===== config.mk =====
export PLATFORM = sky130hd
export DESIGN_NAME = shared_buffer_multi_queue
export DESIGN_NICKNAME = d
export VERILOG_FILES = /design/src/sv/sbmq_pkg.sv /design/src/sv/sbmq_store.sv /design/src/sv/shared_buffer_multi_queue.sv
export VERILOG_INCLUDE_DIRS = /design/src /design/src/sv
export SDC_FILE = /design/constraint.sdc
export NUM_CORES = 1
export LEC_CHECK = 0
export BUFFER_PORTS_ARGS = -buffer_cell sky130_fd_sc_hd__buf_2
export CORE_ASPECT_RATIO = 0.9
export CORE_MARGIN = 2
export CORE_UTILIZATION = 40
export CTS_CLUSTER_SIZE = 25
export DETAILED_ROUTE_END_ITERATION = 10
export GPL_ROUTABILITY_DRIVEN = 0
export PLACE_DENSITY = 0.54
export SETUP_SLACK_MARGIN = 0.4
export SLEW_MARGIN = 10
export SYNTH_ARGS = -nofsm -noshare
export SYNTH_HDL_FRONTEND = slang
export SYNTH_SLANG_ARGS = --single-unit

===== constraint.sdc =====
create_clock -name clk_i -period 5.88 [get_ports clk_i]
set_input_delay 0.294 -clock clk_i [delete_from_list [all_inputs] [get_ports clk_i]]
set_output_delay 0.294 -clock clk_i [all_outputs]
set_load 0.05 [all_outputs]

===== src/sv/shared_buffer_multi_queue_macros.svh =====
// ---------------------------------------------------------------------------
// Shared buffer multi-queue assertion macros
// Concurrent assertion helpers clocked on clk_i, disabled during reset.
// ---------------------------------------------------------------------------
`ifndef SHARED_BUFFER_MULTI_QUEUE_MACROS_SVH
`define SHARED_BUFFER_MULTI_QUEUE_MACROS_SVH

// Same-cycle implication
`define SBMQ_ASSERT_IMP(lbl, ante, cons, msg) \
  lbl: assert property (@(posedge clk_i) disable iff (!rst_ni) (ante) |-> (cons)) \
    else $error(msg);

// Next-cycle implication
`define SBMQ_ASSERT_NXT(lbl, ante, cons, msg) \
  lbl: assert property (@(posedge clk_i) disable iff (!rst_ni) (ante) |=> (cons)) \
    else $error(msg);

`endif


===== src/sv/sbmq_pkg.sv =====
// ---------------------------------------------------------------------------
// Shared buffer multi-queue package
// Sizes, codes and store request types shared by the queue manager files.
// ---------------------------------------------------------------------------
`default_nettype none

package sbmq_pkg;

  localparam int unsigned ENTRIES    = 16;
  localparam int unsigned QUEUES     = 4;
  localparam int unsigned DATA_WIDTH = 32;

  // Entry index and link widths; a link holds one extra code for null
  localparam int unsigned IDX_W  = (ENTRIES > 1) ? $clog2(ENTRIES) : 1;
  localparam int unsigned LINK_W = $clog2(ENTRIES + 1);
  localparam int unsigned QIDX_W = (QUEUES > 1) ? $clog2(QUEUES) : 1;

  // Item field widths
  localparam int unsigned QID_W    = 2;
  localparam int unsigned VAL_W    = 32;
  localparam int unsigned STATUS_W = 2;

  localparam int unsigned IN_TDATA_W  = ((QID_W + VAL_W + 7) / 8) * 8;
  localparam int unsigned OUT_TDATA_W = ((STATUS_W + VAL_W + 7) / 8) * 8;

  localparam logic [LINK_W-1:0] NIL_LINK = LINK_W'(ENTRIES);

  typedef enum logic [STATUS_W-1:0] {
    ST_OK    = 2'd0,
    ST_FULL  = 2'd1,
    ST_EMPTY = 2'd2
  } status_e;

  typedef enum logic {
    OP_ENQ = 1'b0,
    OP_DEQ = 1'b1
  } op_e;

  typedef enum logic {
    S_IDLE = 1'b0,
    S_EXEC = 1'b1
  } fsm_e;

  // Write request into the entry store
  typedef struct packed {
    logic                  link_we;
    logic [IDX_W-1:0]      link_addr;
    logic [LINK_W-1:0]     link_data;
    logic                  data_we;
    logic [IDX_W-1:0]      data_addr;
    logic [DATA_WIDTH-1:0] data_data;
  } store_wr_t;

  // Read request into the entry store
  typedef struct packed {
    logic             en;
    logic [IDX_W-1:0] addr;
  } store_rd_t;

endpackage

`default_nettype wire


===== src/sv/sbmq_store.sv =====
// ---------------------------------------------------------------------------
// Shared buffer multi-queue entry store
// Link and data memories with registered reads. Links carry a
// per-entry written flag so that an unwritten link reads as its reset chain.
// ---------------------------------------------------------------------------
`default_nettype none

module sbmq_store
  import sbmq_pkg::*;
(
  input  wire logic                  clk_i,
  input  wire logic                  rst_ni,
  input  wire store_wr_t             wr_i,
  input  wire store_rd_t             rd_i,
  output logic [LINK_W-1:0]          link_o,
  output logic [DATA_WIDTH-1:0]      data_o
);

  logic [LINK_W-1:0]     link_mem [ENTRIES];
  logic [DATA_WIDTH-1:0] data_mem [ENTRIES];

  logic [ENTRIES-1:0]    link_vld_q;
  logic [LINK_W-1:0]     link_rdata_q;
  logic [DATA_WIDTH-1:0] data_rdata_q;
  logic [IDX_W-1:0]      rd_addr_q;

  // Write ports and registered read ports
  always_ff @(posedge clk_i) begin
    if (wr_i.link_we) begin
      link_mem[wr_i.link_addr] <= wr_i.link_data;
    end
    if (wr_i.data_we) begin
      data_mem[wr_i.data_addr] <= wr_i.data_data;
    end
    if (rd_i.en) begin
      link_rdata_q <= link_mem[rd_i.addr];
      data_rdata_q <= data_mem[rd_i.addr];
      rd_addr_q    <= rd_i.addr;
    end
  end

  // Mark links once written
  always_ff @(posedge clk_i or negedge rst_ni) begin
    if (!rst_ni) begin
      link_vld_q <= '0;
    end else if (wr_i.link_we) begin
      link_vld_q[wr_i.link_addr] <= 1'b1;
    end
  end

  // Unwritten entry i links to i+1; the last one thereby reads as null
  assign link_o = link_vld_q[rd_addr_q] ? link_rdata_q
                                        : LINK_W'(rd_addr_q) + LINK_W'(1);
  assign data_o = data_rdata_q;

endmodule

`default_nettype wire


===== src/sv/shared_buffer_multi_queue.sv =====
// Ordering: a result item is registered on the output once its input item is
// accepted and S_EXEC runs, later while the previous result item still waits.
// Flow: a new item is taken only in S_IDLE, after the last one is done; each
// item reads the link memory in its accept cycle, writes the link back in S_EXEC.
// Reset: all queues empty and the free list runs through the entries in order;
// no clearing pass, items are taken from the first cycle after reset.
// ---------------------------------------------------------------------------
// Shared buffer multi-queue
// Several FIFO queues kept as linked chains in one shared entry store, with
// a free list of unused entries. Enqueue and dequeue report a status code.
// ---------------------------------------------------------------------------
`default_nettype none

`include "shared_buffer_multi_queue_macros.svh"

module shared_buffer_multi_queue
  import sbmq_pkg::*;
(
  input  wire logic                   clk_i,
  input  wire logic                   rst_ni,
  input  wire logic                   s_axis_tvalid,
  output logic                        s_axis_tready,
  // [1:0] queue_id, [33:2] value, upper bits zero
  input  wire logic [IN_TDATA_W-1:0]  s_axis_tdata,
  // [0] op
  input  wire logic                   s_axis_tuser,
  output logic                        m_axis_tvalid,
  input  wire logic                   m_axis_tready,
  // [1:0] status, [33:2] data, upper bits zero
  output logic [OUT_TDATA_W-1:0]      m_axis_tdata
);

  fsm_e state_q, state_d;

  // Latched item
  op_e              op_q;
  logic [QID_W-1:0] qid_q;
  logic [VAL_W-1:0] val_q;

  // Queue pointers and free list head
  logic [LINK_W-1:0] head_q [QUEUES];
  logic [IDX_W-1:0]  tail_q [QUEUES];
  logic [LINK_W-1:0] free_q, free_d;

  // Output register
  logic                m_tvalid_q;
  status_e             status_q, status_d;
  logic [VAL_W-1:0]    data_q, data_d;

  logic                in_fire;
  op_e                 in_op;
  logic [QIDX_W-1:0]   in_qidx;
  logic [QIDX_W-1:0]   qidx;
  logic                q_ok;
  logic                exec_go;
  logic                enq_ok;
  logic [LINK_W-1:0]   cur_head;
  logic [IDX_W-1:0]    cur_tail;
  logic                head_we, tail_we;
  logic [LINK_W-1:0]   head_wdata;
  logic [IDX_W-1:0]    tail_wdata;
  logic [LINK_W-1:0]   st_link;
  logic [DATA_WIDTH-1:0] st_data;
  store_wr_t           st_wr;
  store_rd_t           st_rd;

  assign s_axis_tready = (state_q == S_IDLE);
  assign in_fire       = s_axis_tvalid && s_axis_tready;
  assign in_op         = op_e'(s_axis_tuser);
  assign in_qidx       = QIDX_W'(s_axis_tdata[QID_W-1:0]);

  // Read the link and data of the entry this item will touch
  always_comb begin
    st_rd.en   = in_fire;
    st_rd.addr = (in_op == OP_DEQ) ? IDX_W'(head_q[in_qidx]) : IDX_W'(free_q);
  end

  sbmq_store u_store (
    .clk_i  (clk_i),
    .rst_ni (rst_ni),
    .wr_i   (st_wr),
    .rd_i   (st_rd),
    .link_o (st_link),
    .data_o (st_data)
  );

  // Sequencer: accept, then update once the output register is free
  assign exec_go = (state_q == S_EXEC) && (!m_tvalid_q || m_axis_tready);

  always_comb begin
    state_d = state_q;
    case (state_q)
      S_IDLE: begin
        if (in_fire) begin
          state_d = S_EXEC;
        end
      end
      S_EXEC: begin
        if (exec_go) begin
          state_d = S_IDLE;
        end
      end
      default: state_d = S_IDLE;
    endcase
  end

  always_ff @(posedge clk_i or negedge rst_ni) begin
    if (!rst_ni) begin
      state_q <= S_IDLE;
    end else begin
      state_q <= state_d;
    end
  end

  // Hold the accepted item
  always_ff @(posedge clk_i) begin
    if (in_fire) begin
      op_q  <= in_op;
      qid_q <= s_axis_tdata[QID_W-1:0];
      val_q <= s_axis_tdata[QID_W +: VAL_W];
    end
  end

  assign qidx     = QIDX_W'(qid_q);
  assign q_ok     = (int'(qid_q) < int'(QUEUES));
  assign cur_head = head_q[qidx];
  assign cur_tail = tail_q[qidx];

  // Modify queue pointers, free list and links
  always_comb begin
    free_d     = free_q;
    status_d   = ST_OK;
    data_d     = '0;
    head_we    = 1'b0;
    head_wdata = cur_head;
    tail_we    = 1'b0;
    tail_wdata = cur_tail;
    enq_ok     = 1'b0;
    st_wr      = '0;
    st_wr.data_addr = IDX_W'(free_q);
    st_wr.data_data = DATA_WIDTH'(val_q);
    if (op_q == OP_ENQ) begin
      enq_ok = q_ok && (free_q != NIL_LINK);
      if (!enq_ok) begin
        status_d = ST_FULL;
      end else if (exec_go) begin
        // Take the free head and link it behind the tail
        free_d        = st_link;
        st_wr.data_we = 1'b1;
        tail_we       = 1'b1;
        tail_wdata    = IDX_W'(free_q);
        if (cur_head == NIL_LINK) begin
          head_we    = 1'b1;
          head_wdata = free_q;
        end else begin
          st_wr.link_we   = 1'b1;
          st_wr.link_addr = cur_tail;
          st_wr.link_data = free_q;
        end
      end
    end else begin
      if (!q_ok || (cur_head == NIL_LINK)) begin
        status_d = ST_EMPTY;
      end else begin
        data_d = VAL_W'($signed(st_data));
        if (exec_go) begin
          // Unlink the head; the tail entry ends its queue
          head_we    = 1'b1;
          head_wdata = (IDX_W'(cur_head) == cur_tail) ? NIL_LINK : st_link;
          st_wr.link_we   = 1'b1;
          st_wr.link_addr = IDX_W'(cur_head);
          st_wr.link_data = free_q;
          free_d          = cur_head;
        end
      end
    end
  end

  // Heads and free list head reset to the empty state
  always_ff @(posedge clk_i or negedge rst_ni) begin
    if (!rst_ni) begin
      for (int i = 0; i < int'(QUEUES); i++) begin
        head_q[i] <= NIL_LINK;
      end
      free_q <= '0;
    end else begin
      if (head_we) begin
        head_q[qidx] <= head_wdata;
      end
      free_q <= free_d;
    end
  end

  // Tails are only read once written
  always_ff @(posedge clk_i) begin
    if (tail_we) begin
      tail_q[qidx] <= tail_wdata;
    end
  end

  // Result register
  always_ff @(posedge clk_i or negedge rst_ni) begin
    if (!rst_ni) begin
      m_tvalid_q <= 1'b0;
    end else if (exec_go) begin
      m_tvalid_q <= 1'b1;
    end else if (m_axis_tready) begin
      m_tvalid_q <= 1'b0;
    end
  end

  always_ff @(posedge clk_i) begin
    if (exec_go) begin
      status_q <= status_d;
      data_q   <= data_d;
    end
  end

  assign m_axis_tvalid = m_tvalid_q;
  assign m_axis_tdata  = OUT_TDATA_W'({data_q, status_q});

  `SBMQ_ASSERT_NXT(a_fire_to_exec, in_fire, state_q == S_EXEC, "accepted item did not start")
  `SBMQ_ASSERT_NXT(a_exec_holds, (state_q == S_EXEC) && m_tvalid_q && !m_axis_tready,
                   state_q == S_EXEC, "update ran while result register was full")
  `SBMQ_ASSERT_IMP(a_fail_zero, m_tvalid_q && (status_q != ST_OK), data_q == '0,
                   "failed operation returned nonzero data")
  `SBMQ_ASSERT_NXT(a_enq_moves_free, exec_go && (op_q == OP_ENQ) && enq_ok,
                   free_q != $past(free_q), "enqueue did not advance the free list")

endmodule

`default_nettype wire

Yosys cells after proc, flatten, opt, wreduce, memory -nomap -nowiden
Memory sizes are Yosys's and may differ from the RTL's. A register that Yosys moved wholly into a read port is not among the register bits.
Index checks and enable logic that the tools add are counted.

storage, ports and cells
  bits in registers = 116
  memory bits (writable) = 608
  logic and storage cells = 103
  memories kept = 3

operators by class
  $add $sub $neg = 1
  $lt $le $gt $ge = 6
  eq/ne operators = 4
  mux-type cells = 60
  bitwise operators = 5
  reductions and logical operators = 10

memories
  name              words  width  read ports  clocked after memory_dff  write ports  line                             RTL
  u_store.data_mem  16     32     1           1                         1            sbmq_store.sv:20                 logic [DATA_WIDTH-1:0] data_mem [ENTRIES];
  u_store.link_mem  16     5      1           1                         1            sbmq_store.sv:19                 logic [LINK_W-1:0] link_mem [ENTRIES];
  tail_q            4      4      1           1                         1            shared_buffer_multi_queue.sv:42  logic [IDX_W-1:0] tail_q [QUEUES];

operators with widths
  kind                                                                          count
  5-bit two-way mux                                                             16
  10-bit two-way mux                                                            4
  4-bit two-way mux                                                             6
  1-bit two-way mux                                                             22
  11-bit two-way mux                                                            2
  5-bit binary-select mux with 2-bit select                                     2
  20-bit bitwise mux                                                            1
  16-bit OR                                                                     1
  5-bit demux with 2-bit select                                                 1
  4-bit by 5-bit less-than comparator with 1-bit output, second input constant  2
  3-bit >= comparator, second input constant                                    2
  2-bit two-way mux                                                             3
  2-bit NOT with 3-bit output                                                   2
  4-bit by 1-bit adder with 5-bit output, second input constant                 1
  5-bit equality test, second input constant                                    1
  5-bit != test, second input constant                                          1
  1-bit binary-select mux with 4-bit select                                     1
  1-bit demux with 4-bit select                                                 1
  4-bit equality test                                                           1
  4-bit by 1-bit >= comparator with 1-bit output, second input constant         1
  1-bit logical AND                                                             4
  2-bit nonzero test                                                            2
  3-bit by 1-bit less-than comparator with 1-bit output, second input constant  1
  3-bit AND reduction                                                           1
  other kinds (6)                                                               7

Logic depth before layout (Yosys ltp)
  word-level depth = 14
  gate-level depth with buffers = 10
  mapped depth without buffers = 7

Modules after synthesis
A second synthesis with hierarchy kept.

unflattened totals
  cells, all modules = 1353
  area, all modules = 29950.0 um^2

by module, submodules not included
  module                     instances  cells an instance  area each (um^2)  sequential area each (um^2)
  sbmq_store                 1          984                24832.6           19408.6
  shared_buffer_multi_queue  1          369                5117.4            3273.1

Worst setup path before layout
OpenSTA, ideal clock, no wires.

  path type = reg2reg
  from = register m_tvalid_q, in the netlist m_axis_tvalid
  to = memory u_store.data_mem[8][0], enable pin
  setup time = 0.502 ns
  arrival = 5.138 ns
  required time = 5.378 ns
  path slack = 0.241 ns
  stages on the path, launching flop included = 8
  path buffers = 1
  path through = dfrtp_1 nor2b_1 nand2b_1 clkbuf_1 clkinv_1 and2_1 nand2_1 nor4_1

on the way
  cells in the longest elaborated chain, start to end = 8

ends and longest elaborated chain
  item                                     line                              RTL
  start, declared                          shared_buffer_multi_queue.sv:46   logic m_tvalid_q;
  start signal, assigned                   shared_buffer_multi_queue.sv:204  m_tvalid_q <= 1'b0;
  start signal, assigned                   shared_buffer_multi_queue.sv:206  m_tvalid_q <= 1'b1;
  start signal, assigned                   shared_buffer_multi_queue.sv:208  m_tvalid_q <= 1'b0;
  1-bit zero test                          shared_buffer_multi_queue.sv:88   assign exec_go = (state_q == S_EXEC) && (!m_tvalid_q || m_axis_tready);
  1-bit logical OR                         shared_buffer_multi_queue.sv:88
  1-bit logical AND                        shared_buffer_multi_queue.sv:88
  named net exec_go                        shared_buffer_multi_queue.sv:55   logic exec_go;
  11-bit two-way mux                       shared_buffer_multi_queue.sv:146  end else if (exec_go) begin
  11-bit two-way mux                       shared_buffer_multi_queue.sv:144  if (!enq_ok) begin
  1-bit two-way mux                        shared_buffer_multi_queue.sv:142  if (op_q == OP_ENQ) begin
  1-bit two-way mux                        sbmq_store.sv:32                  if (wr_i.data_we) begin
  1-bit two-way mux (not written as such)  sbmq_store.sv:33                  data_mem[wr_i.data_addr] <= wr_i.data_data;
  end, declared                            sbmq_store.sv:20

The timed path passes the listed nets, and every way through them passes these cells.

Final worst setup path
  from = register m_tvalid_q, in the netlist m_axis_tvalid
  to = memory u_store.data_mem[11][26], enable pin

Same word-level chain as after synthesis.

==> key figures <==
Run status
  – Outcome: finished clean

Synth
  – Mapped Area: 35,600 um^2
  – #FFs+latches synth: roughly 760
  – Synth area leaders: edfxtp_1 (61%), a21oi_1 (3.8%), a211oi_1 (3.1%), mux2_2 (2.9%), dfrtp_1 (2.7%)
  – Sequential cell area fraction in the yosys report: a little under two thirds
  – Synth top area share: 60.6%
  – Post-synth cell types: 70
  – Async set or reset register ratio after synthesis: 5.64%
  – Post-Synthesis Mean Instance Area: 12.4 um^2
  – Top FF cell, synth: edfxtp_1
  – Commonest cells in the synthesized netlist: edfxtp_1 (718), a21oi_1 (267), clkbuf_1 (216)
  – Top-count cell post-synth: edfxtp_1
  – Area leader, netlist: edfxtp_1
  – Mapped Cells: 2,860
  – Yosys warns: 0
  – Post-synth EDFFs: 718

Floorplanning
  – DIE AREA: 91,400 um^2
  – Io pins: a little under 90
  – Die width: 318 um
  – Die H: 287 um
  – Row cnt: a little over 100
  – Starting Density: around 40%
  – Core box area: 87,900 um^2

CTS
  – H-tree lvl count: 3
  – Clock-pin slew on the worst setup and hold paths: 0.07 ns
  – Post-CTS sizing: 0
  – Clock Path Buffers: 3
  – TritonCTS Sinks: 763
  – CTS tree: built
  – CTS buffer count: 83
  – Clk root buf: clkbuf_16
  – Clock Latency Late Sink: 0.64 ns
  – Post-CTS setup buffer count: 0
  – Hold Buf Count CTS: 35

Timing
  – Measured slew at the worst slew-check pin: 1.20 ns
  – RSZ-0062 raised after global routing: no
  – Slew headroom: 19.9%
  – Final setup vio count: 0
  – Clock skew: around 0.034 ns
  – Peak Freq: 249 MHz
  – Slew Limit Fails: 0
  – Setup_tns: 0 ns
  – Min cycle time layout: 4.02 ns
  – Period utilization: 68.3%
  – Final Hold Fails: 0

Place
  – Placed Area: between 30,000 and 40,000 um^2
  – Final HPWL DP: 56.9 mm
  – I/O Buffers: 74

Route
  – Via count: 25,800
  – Drt via density: 6.31
  – DRT antenna net count: 0
  – DRT Wirelength: 112 mm
  – Avg WL per Cell: 27.3 um
  – # DRC: 0
  – 1st-iter DRT viols: 2,751
  – Pre-antenna DRT Iters: 6

Final layout
  – Layout cell share with drive strength beyond 1: 14.1%
  – Area Overhead vs Synth: 13.3%
  – Final instance area: between 40,000 and 50,000 um^2
  – NumNets Final: 2,909
  – # diodes: 0
  – Finished Core Util: ~46%

Worst hold path
  – Hold Startpoint: s_axis_tdata[1]
  – Hold Path Stages: 1
  – Worst min-delay path class: input pin to flip-flop
  – Hold path endpoint: qid_q[1]$_DFFE_PP_

Worst setup path
  – Slowest cell on the critical path: buf_4
  – CP delay by family, top: simple AND/OR/NAND/NOR gates
  – Most frequent CP cell: buf_4
  – Reg2reg setup slack: 1.86 ns
  – CP Capture Type: flip-flop
  – Critical path buffers and inverters: 3
  – Crit-path cells: nor2b_1 > nand2b_1 > inv_2 > buf_4 > and2_1 > nand3_1 > nor2_4 > buf_4
  – RR Startpoint: m_axis_tvalid$_DFFE_PN0P_
  – CP arrival: 4.29 ns
  – CP Class: flip-flop to flip-flop
  – Worst endpoint required time: roughly 6.2 ns
  – Reg2reg path depth: 8
  – Reg2reg end: u_store.data_mem[11][26]$_DFFE_PP_
  – Critical Path Source Type: flip-flop
  – CP max stage delay: 0.69 ns
  – CP max FO: 42

GRT
  – Grt ovf: 0
  – Initial antenna violation count: 3
  – First-pass GRT wire length: 165 mm
  – Largest net degree at the start of global routing: 161
  – Number of global-route vias before repair: about 26,000
  – GRT Overall Usage: 23.9%

Pwr
  – P_leak: 13.1 nW
  – Worst ir drop on vdd: 0.420 mV
  – PwrDens: 450 nW/um^2
  – Final Total Pwr: 18.1 mW

Run
  – Max cap viols: 0
[layout by cell type, fill, tap and decap left out, types with 35 or more instances in the layout]
cell type,n
nand4_1,39
a21boi_0,36
o21bai_1,47
buf_4,54
edfxtp_1,718
and2_1,35
buf_2,73
clkbuf_16,84
a21oi_1,266
a22oi_1,38
dfrtp_1,38
nor2_1,104
dlygate4sd3_1,35
o211ai_1,40
inv_1,48
o21ai_0,131
a211o_1,37
nand2b_1,49
mux2_2,91
a221oi_1,37
a41oi_1,39
o2bb2ai_1,37
a21o_1,38
nor2b_1,75
a31oi_1,40
o22ai_1,115
nand2_1,154
nor3_1,45
o21a_1,37
a211oi_1,148
[how the worst max path moves through the flow]
stage                     depth (start not counted)                                 end                 startpoint
after floorplan                                   7    u_store.data_mem[2][0]$_DFFE_PP_  m_axis_tvalid$_DFFE_PN0P_
after global placement                            8    u_store.data_mem[5][9]$_DFFE_PP_  m_axis_tvalid$_DFFE_PN0P_
after detailed placement                          8    u_store.data_mem[5][9]$_DFFE_PP_  m_axis_tvalid$_DFFE_PN0P_
after CTS                                         8    u_store.data_mem[5][9]$_DFFE_PP_  m_axis_tvalid$_DFFE_PN0P_
after global routing                              8  u_store.data_mem[11][26]$_DFFE_PP_  m_axis_tvalid$_DFFE_PN0P_
final                                             8  u_store.data_mem[11][26]$_DFFE_PP_  m_axis_tvalid$_DFFE_PN0P_
[final cells by class]
class / instances / area [um^2]
Clock buffer: 99 / 2160
Tap cell: 1155 / 1450
Inverter: 52 / 208
Fill cell: 7802 / 47600
Multi-Input combinational cell: 1796 / 12000
Sequential cell: 763 / 22700
Timing Repair Buffer: 167 / 1220
Clock inverter: 51 / 599
[cells by family (layout without fill, tap and decap cells)]
logic type | Yosys count | count (layout) | share of synthesized area [%]
simple gates | 552 | 552 | 7.74
fa+ha+maj | 1 | 1 | 0.0352
flops | 763 | 763 | 63.7
compound gates | 1110 | 1110 | 20.7
buf+inv | 306 | 369 | 3.33
xor+xnor | 5 | 5 | 0.123
mux | 122 | 122 | 4.35
other cells | 1 | 6 | 0.0105
[routing by layer]
layer  up-vias  share of wire [%]  GRT usage, %
li1      11200                  -             -
met2      1180                 47          39.6
met4         0                2.4          7.36
met3       207                7.4          3.64
met5         -                  0             0
met1     13200                 43          32.7
[sequential cells by signal (all words and copies together) (netlist names), 2 cells and up, named ones only]
name                  cells
head_q                   20
val_q                    32
data_q                   32
u_store.rd_addr_q         4
u_store.link_mem         80
status_q                  2
free_q                    5
u_store.data_o           32
u_store.data_mem        512
u_store.link_vld_q       16
qid_q                     2
tail_q                   16
u_store.link_rdata_q      5
[metrics by stage]
| step | worst slack, ns | cells | hold WS, ns |
|---|---|---|---|
| after global placement | 1.90 | 3898 | 0.447 |
| final | 1.86 | 4083 | 0.0667 |
| after detailed placement | 1.85 | 3898 | 0.449 |
| after global routing | 1.65 | 4083 | 0.0347 |
| after floorplan | 0.996 | 2865 | -0.00159 |
| after CTS | 1.85 | 4083 | 0.0205 |
[power breakdown]
part | leakage (nW) | switching, mW | internal, mW
sequential | 7.10 | 0.355 | 6.53
combinational | 4.63 | 4.01 | 1.89
clock | 1.34 | 2.15 | 3.19
total | 13.1 | 6.51 | 11.6
[worst register-to-register path: cells and delay by family, from the launching register on]
family	cells	cell delay, ns
simple gates	5	1.95
buf+inv	3	1.32
flops	1	0.37
Note: power is estimated with default switching activity, not from simulation.
